### config.mk
export PLATFORM = sky130hd
export DESIGN_NAME = expression_token_scanner
export DESIGN_NICKNAME = d
export VERILOG_FILES = /design/src/design/ets_pkg.sv /design/src/design/expression_token_scanner.sv
export SDC_FILE = /design/constraint.sdc
export NUM_CORES = 1
export LEC_CHECK = 0
export ABC_AREA = 1
export BUFFER_PORTS_ARGS = -buffer_cell sky130_fd_sc_hd__buf_2
export CORE_MARGIN = 2
export CORE_UTILIZATION = 35
export DETAILED_ROUTE_END_ITERATION = 8
export PLACE_DENSITY_LB_ADDON = 0.05
export RECOVER_POWER = 50
export SLEW_MARGIN = 20
export SYNTH_ARGS = -nofsm -noshare
export SYNTH_HDL_FRONTEND = slang
export SYNTH_SLANG_ARGS = --single-unit
### constraint.sdc
create_clock -name clk -period 4.65 [get_ports clk]
set_input_delay 0.6975 -clock clk [delete_from_list [all_inputs] [get_ports clk]]
set_output_delay 0.6975 -clock clk [all_outputs]
set_load 0.1 [all_outputs]
### src/design/ets_pkg.sv
// ----------------------------------------------------------------------------
// ets_pkg
// Types, codes and character helpers for the expression token scanner.
// ----------------------------------------------------------------------------
package ets_pkg;

    typedef enum logic [4:0] {
        K_EOF     = 5'd0,
        K_IDENT   = 5'd1,
        K_TRUE    = 5'd2,
        K_FALSE   = 5'd3,
        K_INT     = 5'd4,
        K_DOUBLE  = 5'd5,
        K_STRING  = 5'd6,
        K_LE      = 5'd7,
        K_GE      = 5'd8,
        K_EQ      = 5'd9,
        K_NE      = 5'd10,
        K_AND     = 5'd11,
        K_OR      = 5'd12,
        K_LPAREN  = 5'd13,
        K_RPAREN  = 5'd14,
        K_PLUS    = 5'd15,
        K_MINUS   = 5'd16,
        K_STAR    = 5'd17,
        K_SLASH   = 5'd18,
        K_PERCENT = 5'd19,
        K_LT      = 5'd20,
        K_GT      = 5'd21,
        K_NOT     = 5'd22
    } kind_t;

    typedef enum logic [6:0] {
        M_IDLE   = 7'b0000001,
        M_IDENT  = 7'b0000010,
        M_NUMBER = 7'b0000100,
        M_STRING = 7'b0001000,
        M_ESCAPE = 7'b0010000,
        M_DOT    = 7'b0100000,
        M_OP     = 7'b1000000
    } mode_t;

    typedef enum logic [1:0] {
        KW_NONE  = 2'd0,
        KW_TRUE  = 2'd1,
        KW_FALSE = 2'd2
    } kw_t;

    typedef struct packed {
        kind_t       kind;
        logic [7:0]  length;
        logic [31:0] start;
        logic        last;
    } token_t;

    localparam int unsigned RES_DEPTH = 4;
    localparam int unsigned RES_PTR_W = $clog2(RES_DEPTH);

    localparam logic [7:0] CH_QUOTE     = 8'h22;
    localparam logic [7:0] CH_BACKSLASH = 8'h5C;
    localparam logic [7:0] CH_DOT       = 8'h2E;
    localparam logic [7:0] CH_UNDER     = 8'h5F;
    localparam logic [7:0] CH_EQUAL     = 8'h3D;
    localparam logic [7:0] CH_AMP       = 8'h26;
    localparam logic [7:0] CH_BAR       = 8'h7C;
    localparam logic [7:0] CH_LESS      = 8'h3C;
    localparam logic [7:0] CH_GREATER   = 8'h3E;
    localparam logic [7:0] CH_BANG      = 8'h21;
    localparam logic [7:0] CH_T         = 8'h74;
    localparam logic [7:0] CH_F         = 8'h66;

    function automatic logic is_space(input logic [7:0] b);
        return (b == 8'd32) || (b inside {[8'd9:8'd13]});
    endfunction

    function automatic logic is_digit(input logic [7:0] b);
        return b inside {["0":"9"]};
    endfunction

    function automatic logic is_alpha(input logic [7:0] b);
        return (b inside {["a":"z"]}) || (b inside {["A":"Z"]});
    endfunction

    function automatic logic is_word(input logic [7:0] b);
        return is_alpha(b) || is_digit(b) || (b == CH_UNDER);
    endfunction

    function automatic logic is_op_start(input logic [7:0] b);
        return b inside {CH_LESS, CH_GREATER, CH_EQUAL, CH_BANG, CH_AMP, CH_BAR};
    endfunction

    function automatic kind_t single_kind(input logic [7:0] b);
        case (b)
            "(":     return K_LPAREN;
            ")":     return K_RPAREN;
            "+":     return K_PLUS;
            "-":     return K_MINUS;
            "*":     return K_STAR;
            "/":     return K_SLASH;
            "%":     return K_PERCENT;
            "<":     return K_LT;
            ">":     return K_GT;
            "!":     return K_NOT;
            default: return K_EOF;
        endcase
    endfunction

    function automatic kind_t pair_kind(input logic [7:0] a, input logic [7:0] b);
        kind_t k;
        k = K_EOF;
        if (b == CH_EQUAL) begin
            case (a)
                CH_LESS:    k = K_LE;
                CH_GREATER: k = K_GE;
                CH_EQUAL:   k = K_EQ;
                CH_BANG:    k = K_NE;
                default:    k = K_EOF;
            endcase
        end
        if (a == CH_AMP && b == CH_AMP) begin
            k = K_AND;
        end
        if (a == CH_BAR && b == CH_BAR) begin
            k = K_OR;
        end
        return k;
    endfunction

    function automatic logic [7:0] kw_length(input kw_t kp);
        return (kp == KW_TRUE) ? 8'd4 : 8'd5;
    endfunction

    function automatic logic [7:0] kw_char(input kw_t kp, input logic [2:0] idx);
        logic [7:0] c;
        c = 8'h00;
        if (kp == KW_TRUE) begin
            case (idx)
                3'd0:    c = "t";
                3'd1:    c = "r";
                3'd2:    c = "u";
                3'd3:    c = "e";
                default: c = 8'h00;
            endcase
        end else begin
            case (idx)
                3'd0:    c = "f";
                3'd1:    c = "a";
                3'd2:    c = "l";
                3'd3:    c = "s";
                3'd4:    c = "e";
                default: c = 8'h00;
            endcase
        end
        return c;
    endfunction

    function automatic kind_t ident_kind(input kw_t kp, input logic [7:0] len);
        kind_t k;
        k = K_IDENT;
        if (kp == KW_TRUE && len == 8'd4) begin
            k = K_TRUE;
        end
        if (kp == KW_FALSE && len == 8'd5) begin
            k = K_FALSE;
        end
        return k;
    endfunction

endpackage

### src/design/expression_token_scanner.sv
// ----------------------------------------------------------------------------
// expression_token_scanner
// Streaming lexer: one text byte in, token kind, length and start offset out.
// ----------------------------------------------------------------------------
// Each accepted byte updates the scan state in the same cycle and pushes zero,
// one or two tokens into a four-entry result queue; the oldest queued token
// is offered. A byte is taken every cycle while the queue has room for two
// tokens, so the rate is one item per cycle as long as tokens are taken about
// as fast as they arise; an item that ends one token and makes another, or
// an end of text that flushes a pending token, adds a second queue entry and
// can hold off the input when the output side is slow.
module expression_token_scanner
    import ets_pkg::*;
#(
    parameter int unsigned MAX_LEXEME = 255
)(
    input  logic        clk,
    input  logic        rst_n,
    input  logic        text_valid,
    output logic        text_ready,
    input  logic [7:0]  text_byte,
    input  logic        end_of_text,
    output logic        token_valid,
    input  logic        token_ready,
    output logic [4:0]  token_kind,
    output logic [7:0]  token_length,
    output logic [31:0] token_start,
    output logic        last_of_run
);

    localparam logic [8:0] MaxLen = 9'(MAX_LEXEME);
    localparam logic [7:0] MaxLen8 = MaxLen[7:0];

    mode_t       mode_reg, mode_next;
    logic [7:0]  len_reg, len_next;
    kw_t         kp_reg, kp_next;
    logic        point_reg, point_next;
    logic [7:0]  pend_reg, pend_next;
    logic [31:0] pos_reg, pos_next;
    logic [31:0] start_reg, start_next;

    token_t                 queue_reg [RES_DEPTH];
    logic [RES_PTR_W-1:0]   wr_ptr_reg, rd_ptr_reg;
    logic [RES_PTR_W:0]     count_reg;

    logic accept, pop;

    // flush of the pending token
    logic   flush_v;
    kind_t  flush_kind;
    logic [7:0] flush_len;

    // fresh token start from the current byte
    mode_t      fresh_mode;
    logic [7:0] fresh_len;
    kw_t        fresh_kp;
    logic [7:0] fresh_pend;
    logic       fresh_emit;

    logic       a_v, b_v;
    token_t     a_tok, b_tok;
    logic       do_fresh;
    logic [8:0] grown;
    kw_t        kp_upd;
    logic       point_upd;
    kind_t      pk;

    token_t     w0_tok, w1_tok;
    logic [1:0] n_push;

    always_comb
    begin
        flush_v    = 1'b1;
        flush_kind = K_EOF;
        flush_len  = 8'd1;
        case (mode_reg)
            M_IDENT:
            begin
                flush_kind = ident_kind(kp_reg, len_reg);
                flush_len  = len_reg;
            end
            M_NUMBER:
            begin
                flush_kind = point_reg ? K_DOUBLE : K_INT;
                flush_len  = len_reg;
            end
            M_STRING, M_ESCAPE:
            begin
                flush_kind = K_STRING;
                flush_len  = len_reg;
            end
            M_DOT:
            begin
                flush_kind = K_EOF;
            end
            M_OP:
            begin
                flush_kind = single_kind(pend_reg);
            end
            default:
            begin
                flush_v = 1'b0;
            end
        endcase
    end

    always_comb
    begin
        fresh_mode = M_IDLE;
        fresh_len  = 8'd1;
        fresh_kp   = KW_NONE;
        fresh_pend = pend_reg;
        fresh_emit = 1'b0;
        if (is_space(text_byte)) begin
            fresh_len = 8'd0;
        end else if (is_alpha(text_byte) || text_byte == CH_UNDER) begin
            fresh_mode = M_IDENT;
            fresh_kp   = (text_byte == CH_T) ? KW_TRUE :
                         (text_byte == CH_F) ? KW_FALSE : KW_NONE;
        end else if (is_digit(text_byte)) begin
            fresh_mode = M_NUMBER;
        end else if (text_byte == CH_DOT) begin
            fresh_mode = M_DOT;
        end else if (text_byte == CH_QUOTE) begin
            fresh_mode = M_STRING;
        end else if (is_op_start(text_byte)) begin
            fresh_mode = M_OP;
            fresh_pend = text_byte;
        end else begin
            fresh_emit = 1'b1;
        end
    end

    always_comb
    begin
        mode_next  = mode_reg;
        len_next   = len_reg;
        kp_next    = kp_reg;
        point_next = point_reg;
        pend_next  = pend_reg;
        start_next = start_reg;
        pos_next   = pos_reg + 32'd1;

        a_v   = 1'b0;
        a_tok = '{kind: K_EOF, length: 8'd0, start: start_reg, last: 1'b0};
        b_v   = 1'b0;
        b_tok = '{kind: single_kind(text_byte), length: 8'd1, start: pos_reg, last: 1'b1};

        do_fresh  = 1'b0;
        grown     = {1'b0, len_reg} + 9'd1;
        kp_upd    = kp_reg;
        point_upd = point_reg | (text_byte == CH_DOT);
        pk        = pair_kind(pend_reg, text_byte);

        if (end_of_text) begin
            a_v          = flush_v;
            a_tok.kind   = flush_kind;
            a_tok.length = flush_len;
            b_v          = 1'b1;
            b_tok.kind   = K_EOF;
            b_tok.length = 8'd0;
            mode_next    = M_IDLE;
            len_next     = 8'd0;
            kp_next      = KW_NONE;
            point_next   = 1'b0;
            pend_next    = 8'd0;
            start_next   = 32'd0;
            pos_next     = 32'd0;
        end else begin
            case (mode_reg)
                M_IDENT:
                begin
                    if (is_word(text_byte)) begin
                        if (kp_reg != KW_NONE &&
                            (len_reg >= kw_length(kp_reg) ||
                             kw_char(kp_reg, len_reg[2:0]) != text_byte)) begin
                            kp_upd = KW_NONE;
                        end
                        kp_next = kp_upd;
                        if (grown >= MaxLen) begin
                            len_next     = MaxLen8;
                            a_v          = 1'b1;
                            a_tok.kind   = ident_kind(kp_upd, MaxLen8);
                            a_tok.length = MaxLen8;
                            mode_next    = M_IDLE;
                        end else begin
                            len_next = grown[7:0];
                        end
                    end else begin
                        do_fresh = 1'b1;
                    end
                end
                M_NUMBER:
                begin
                    if (is_digit(text_byte) || text_byte == CH_DOT) begin
                        point_next = point_upd;
                        if (grown >= MaxLen) begin
                            len_next     = MaxLen8;
                            a_v          = 1'b1;
                            a_tok.kind   = point_upd ? K_DOUBLE : K_INT;
                            a_tok.length = MaxLen8;
                            mode_next    = M_IDLE;
                        end else begin
                            len_next = grown[7:0];
                        end
                    end else begin
                        do_fresh = 1'b1;
                    end
                end
                M_STRING:
                begin
                    if (text_byte == CH_QUOTE) begin
                        len_next     = grown[7:0];
                        a_v          = 1'b1;
                        a_tok.kind   = K_STRING;
                        a_tok.length = grown[7:0];
                        mode_next    = M_IDLE;
                    end else if (text_byte == CH_BACKSLASH &&
                                 {1'b0, len_reg} < (MaxLen - 9'd1)) begin
                        len_next  = grown[7:0];
                        mode_next = M_ESCAPE;
                    end else if (grown >= MaxLen) begin
                        len_next     = MaxLen8;
                        a_v          = 1'b1;
                        a_tok.kind   = K_STRING;
                        a_tok.length = MaxLen8;
                        mode_next    = M_IDLE;
                    end else begin
                        len_next = grown[7:0];
                    end
                end
                M_ESCAPE:
                begin
                    if (grown >= MaxLen) begin
                        len_next     = MaxLen8;
                        a_v          = 1'b1;
                        a_tok.kind   = K_STRING;
                        a_tok.length = MaxLen8;
                        mode_next    = M_IDLE;
                    end else begin
                        len_next  = grown[7:0];
                        mode_next = M_STRING;
                    end
                end
                M_DOT:
                begin
                    if (is_digit(text_byte)) begin
                        point_next = 1'b1;
                        if (MaxLen <= 9'd2) begin
                            len_next     = MaxLen8;
                            a_v          = 1'b1;
                            a_tok.kind   = K_DOUBLE;
                            a_tok.length = MaxLen8;
                            mode_next    = M_IDLE;
                        end else begin
                            len_next  = 8'd2;
                            mode_next = M_NUMBER;
                        end
                    end else begin
                        do_fresh = 1'b1;
                    end
                end
                M_OP:
                begin
                    if (pk != K_EOF) begin
                        a_v          = 1'b1;
                        a_tok.kind   = pk;
                        a_tok.length = 8'd2;
                        mode_next    = M_IDLE;
                    end else begin
                        do_fresh = 1'b1;
                    end
                end
                default:
                begin
                    do_fresh = 1'b1;
                end
            endcase

            if (do_fresh) begin
                a_v          = flush_v;
                a_tok.kind   = flush_kind;
                a_tok.length = flush_len;
                b_v          = fresh_emit;
                mode_next    = fresh_mode;
                len_next     = fresh_len;
                kp_next      = fresh_kp;
                point_next   = 1'b0;
                pend_next    = fresh_pend;
                start_next   = pos_reg;
            end
        end
    end

    // compact the two candidates into queue order
    always_comb
    begin
        w0_tok      = a_v ? a_tok : b_tok;
        w0_tok.last = !(a_v && b_v);
        w1_tok      = b_tok;
        n_push      = {1'b0, a_v} + {1'b0, b_v};
    end

    assign text_ready  = (count_reg <= (RES_PTR_W+1)'(RES_DEPTH - 2));
    assign accept      = text_valid && text_ready;
    assign token_valid = (count_reg != '0);
    assign pop         = token_valid && token_ready;

    assign token_kind   = queue_reg[rd_ptr_reg].kind;
    assign token_length = queue_reg[rd_ptr_reg].length;
    assign token_start  = queue_reg[rd_ptr_reg].start;
    assign last_of_run  = queue_reg[rd_ptr_reg].last;

    always_ff @(posedge clk or negedge rst_n)
    begin
        if (!rst_n) begin
            mode_reg  <= M_IDLE;
            len_reg   <= 8'd0;
            kp_reg    <= KW_NONE;
            point_reg <= 1'b0;
            pend_reg  <= 8'd0;
            pos_reg   <= 32'd0;
            start_reg <= 32'd0;
        end else if (accept) begin
            mode_reg  <= mode_next;
            len_reg   <= len_next;
            kp_reg    <= kp_next;
            point_reg <= point_next;
            pend_reg  <= pend_next;
            pos_reg   <= pos_next;
            start_reg <= start_next;
        end
    end

    always_ff @(posedge clk or negedge rst_n)
    begin
        if (!rst_n) begin
            wr_ptr_reg <= '0;
            rd_ptr_reg <= '0;
            count_reg  <= '0;
        end else begin
            if (accept) begin
                wr_ptr_reg <= wr_ptr_reg + RES_PTR_W'(n_push);
            end
            if (pop) begin
                rd_ptr_reg <= rd_ptr_reg + RES_PTR_W'(1);
            end
            count_reg <= count_reg + (accept ? (RES_PTR_W+1)'(n_push) : '0)
                                   - (RES_PTR_W+1)'(pop);
        end
    end

    always_ff @(posedge clk)
    begin
        if (accept && n_push != 2'd0) begin
            queue_reg[wr_ptr_reg] <= w0_tok;
            if (n_push == 2'd2) begin
                queue_reg[wr_ptr_reg + RES_PTR_W'(1)] <= w1_tok;
            end
        end
    end

endmodule
==> flow_metrics.env <==
export IMPL_whs_ps=452
export IMPL_met2_usage=0.370
export IMPL_synth_warning_count=0
export IMPL_clockBufferDepth=3
export IMPL_muxShareOfSynthArea=0
export IMPL_synth_compound_area_frac=0.155
export IMPL_placed_cells=2573
export IMPL_grt_overflow_total=0
export IMPL_synth_edf_count=152
export IMPL_path_max_fanout=87
export IMPL_final_layout_size_suffix_gt1_frac=0.118
export IMPL_groute_layer_met3_usage=0.0345
export IMPL_most_common_layout_cells="nand2_1 (340), o21ai_0 (261), nand3_1 (241)"
export IMPL_finalCriticalPeriod_ps=4430
export IMPL_failed_checks="capacitance limit, slew limit"
export IMPL_vias_per_cell=5.41
export IMPL_grt_setup_unrepaired="false"
export IMPL_slew_headroom=-0.511
export IMPL_dr_pass1_iters=5
export IMPL_clk_latency_ps=560
export IMPL_synth_top_family_by_area="simple AND/OR/NAND/NOR gates"
export IMPL_drv_slew=306
export IMPL_wl_per_cell_um=21.4
export IMPL_final_hold_viol_count=0
export IMPL_drt_iter0_drc=1249
export IMPL_hpwlAfterDp_mm=36.8
export IMPL_core_area_um2=45300
export IMPL_hp_class="reg -> reg"
export IMPL_post_route_drc_count=0
export IMPL_setup_viol=0
export IMPL_critPathKind="reg -> out"
export IMPL_powerDensity_nw_per_um2=716
export IMPL_fp_row_count=78
export IMPL_fin_crit_sh=0.952
export IMPL_worst_pin_slew_ps=2270
export IMPL_gp_congestion=0.874
export IMPL_timing_setup_tns_ps=0
export IMPL_antenna_found_initial=0
export IMPL_ant_nets=0
export IMPL_cts_tree="done"
export IMPL_grt_busiest_layer="met2"
export IMPL_synth_area_per_cell_um2=8.13
export IMPL_chipHeight_um=218
export IMPL_synthArstFlopShare=0.345
export IMPL_synthAdderAreaFrac=0.0137
export IMPL_die_area_um2=47600
export IMPL_maxCapViolCount=6
export IMPL_cts_root_buf="clkbuf_16"
export IMPL_nFillCells=4695
export IMPL_largest_reg_flops=184
export IMPL_cts_sinks=281
export IMPL_area_growth_pct=12.8
export IMPL_grtUsageTotal=0.239
export IMPL_ios=61
export IMPL_io_buffers=60
export IMPL_clk_pin_slew_ps=60
export IMPL_synthXorXnorAreaFrac=0.00709
export IMPL_ir_worst_vdd_uv=801
export IMPL_grt_pass1_vias=13600
export IMPL_h_tree_depth=2
export IMPL_fin_area_um2=18100
export IMPL_finalClockSkew_ps=31.3
export IMPL_finalNonFillerCells=2640
export IMPL_diodes=0
export IMPL_fin_util=0.400
export IMPL_initial_utilization=0.354
export IMPL_final_common_cell="nand2_1"
export IMPL_outcome="finished, violations left"
export IMPL_crit_arrival_ps=3730
export IMPL_grt_max_degree=88
export IMPL_cts_buffers_inserted=37
export IMPL_place_area_um2=17000
export IMPL_synth_area_um2=16000
export IMPL_cp_start_kind="flip-flop"
export IMPL_netlist_instances=1973
export IMPL_required_ps=3950
export IMPL_use_met1=0.353
export IMPL_end_kind="output port"
export IMPL_wirelength_mm=56.4
export IMPL_synth_ff_type="edfxtp_1"
export IMPL_via_count=14300
export IMPL_yosysUniqueCellTypes=56
export IMPL_ys_ff_latch=281
export IMPL_syn_nets=2003
export IMPL_synth_simple_area_share=0.276
export IMPL_ys_seq_area_frac=0.476
export IMPL_grt_pass1_wl_mm=86.1
export IMPL_max_freq_ghz=0.226
export IMPL_p_leak_nw=7.09
export IMPL_fin_nets=2042
export IMPL_fp_dieW_um=218
[synthesized netlist by cell type (2+ instances only)]
| cell type | count | area (um2) |
|---|---|---|
| a211oi_1 | 2 | 15.0 |
| edfxtp_1 | 152 | 4560 |
| a2111oi_0 | 3 | 26.3 |
| nand3b_1 | 5 | 37.5 |
| nand2_1 | 336 | 1260 |
| o21ai_0 | 244 | 1220 |
| nor3_2 | 2 | 20.0 |
| o21a_1 | 3 | 22.5 |
| inv_4 | 2 | 12.5 |
| nand2_4 | 12 | 135 |
| o22ai_1 | 51 | 319 |
| inv_1 | 162 | 608 |
| clkinv_1 | 3 | 11.3 |
| o21ai_1 | 98 | 490 |
| a21oi_2 | 2 | 17.5 |
| nand4_1 | 21 | 131 |
| o31ai_1 | 6 | 45.0 |
| dfxtp_1 | 32 | 641 |
| nand3_1 | 239 | 1200 |
| nor2_4 | 8 | 90.1 |
| clkbuf_1 | 65 | 244 |
| nor2_1 | 184 | 691 |
| nand3_2 | 30 | 300 |
| a22oi_1 | 2 | 15.0 |
| dfrtp_1 | 96 | 2400 |
| nor4_1 | 14 | 87.6 |
| nand3_4 | 9 | 158 |
| a21oi_1 | 39 | 195 |
| nor3b_1 | 3 | 22.5 |
| buf_1 | 8 | 30.0 |
| buf_4 | 6 | 45.0 |
| nor3_1 | 32 | 160 |
| ha_1 | 16 | 200 |
| xnor2_1 | 2 | 17.5 |
| inv_2 | 18 | 67.6 |
| buf_12 | 2 | 40.0 |
| nand2_2 | 14 | 87.6 |
| nor2_2 | 5 | 31.3 |
| buf_6 | 3 | 33.8 |
| buf_2 | 10 | 50.1 |
| xor2_1 | 11 | 96.3 |
| o2111ai_1 | 2 | 17.5 |
| clkbuf_2 | 3 | 15.0 |
| o211ai_1 | 4 | 30.0 |
[repair_timing]
item | 4_1_cts | 5_1_grt
setup buffers | 0 | 0
gates resized for setup | 0 | 1
setup endpoints to repair | 0 | 27
hold buffers | 0 | 0
hold endpoints to repair | 0 | 0
[where the power goes]
group / total [mW] / internal, mW / switching (mW) / leakage, nW
registers: 3.30 / 3.10 / 0.202 / 2.98
logic: 6.87 / 1.30 / 5.57 / 3.53
clock network: 2.80 / 1.66 / 1.14 / 0.576
[path summary, 6_finish.rpt]
| kind | start | to | slack [ps] | cells after the start |
|---|---|---|---|---|
| max | rd_ptr_reg[0]$_DFFE_PN0P_ | token_start[1] | 220 | 4 |
| min | queue_reg[2][40]$_SDFFE_PP0P_ | queue_reg[2][40]$_SDFFE_PP0P_ | 450 | 2 |
| max reg2reg | len_reg[0]$_DFFE_PN0P_ | queue_reg[2][12]$_DFFE_PP_ | 300 | 16 |
| min reg2reg | queue_reg[2][40]$_SDFFE_PP0P_ | queue_reg[2][40]$_SDFFE_PP0P_ | 450 | 2 |
| max in group asynchronous | rst_n | start_reg[30]$_DFFE_PN0P_ | 1010 | 2 |
| min in group asynchronous | rst_n | kp_reg[1]$_DFFE_PN0P_ | 830 | 1 |
[cell families after synthesis]
group,after synthesis
buffers and inverters,283
AND/OR/NAND/NOR,915
XOR/XNOR,13
AO/OA/AOI/OAI,464
adder cells (fa/ha/maj),17
flip-flops,281
[layout make-up]
cell class	instances	area, um2	share of cell area
Clock inverter	24	205	0.0113
Sequential cell	281	7630	0.422
Inverter	185	697	0.0385
Multi-Input combinational cell	1409	7230	0.399
Timing Repair Buffer	98	619	0.0342
Clock buffer	43	970	0.0535
Tap cell	600	751	0.0415
[metal layers]
layer | wire [um] | up-vias | share of wire
met5 | 0 | - | 0
met4 | 931 | 0 | 0.016
met3 | 3050 | 62 | 0.054
met2 | 24800 | 385 | 0.44
met1 | 27700 | 6936 | 0.49
li1 | - | 6898 | -
[per-stage QoR]
step,setup WS (ps),power [mW]
floorplan,521,8.61
global placement,384,10.2
detailed placement,294,10.2
CTS,361,13.1
global route,19.5,13.6
finish,223,13.0
[critical path, cell delays in order (launching register included)]
cell      delay [ps]
dfrtp_2          460
clkbuf_2        1360
o21ai_0          260
o22ai_1          460
clkbuf_2         540
No activity file was read; power rests on OpenSTA's default activity.
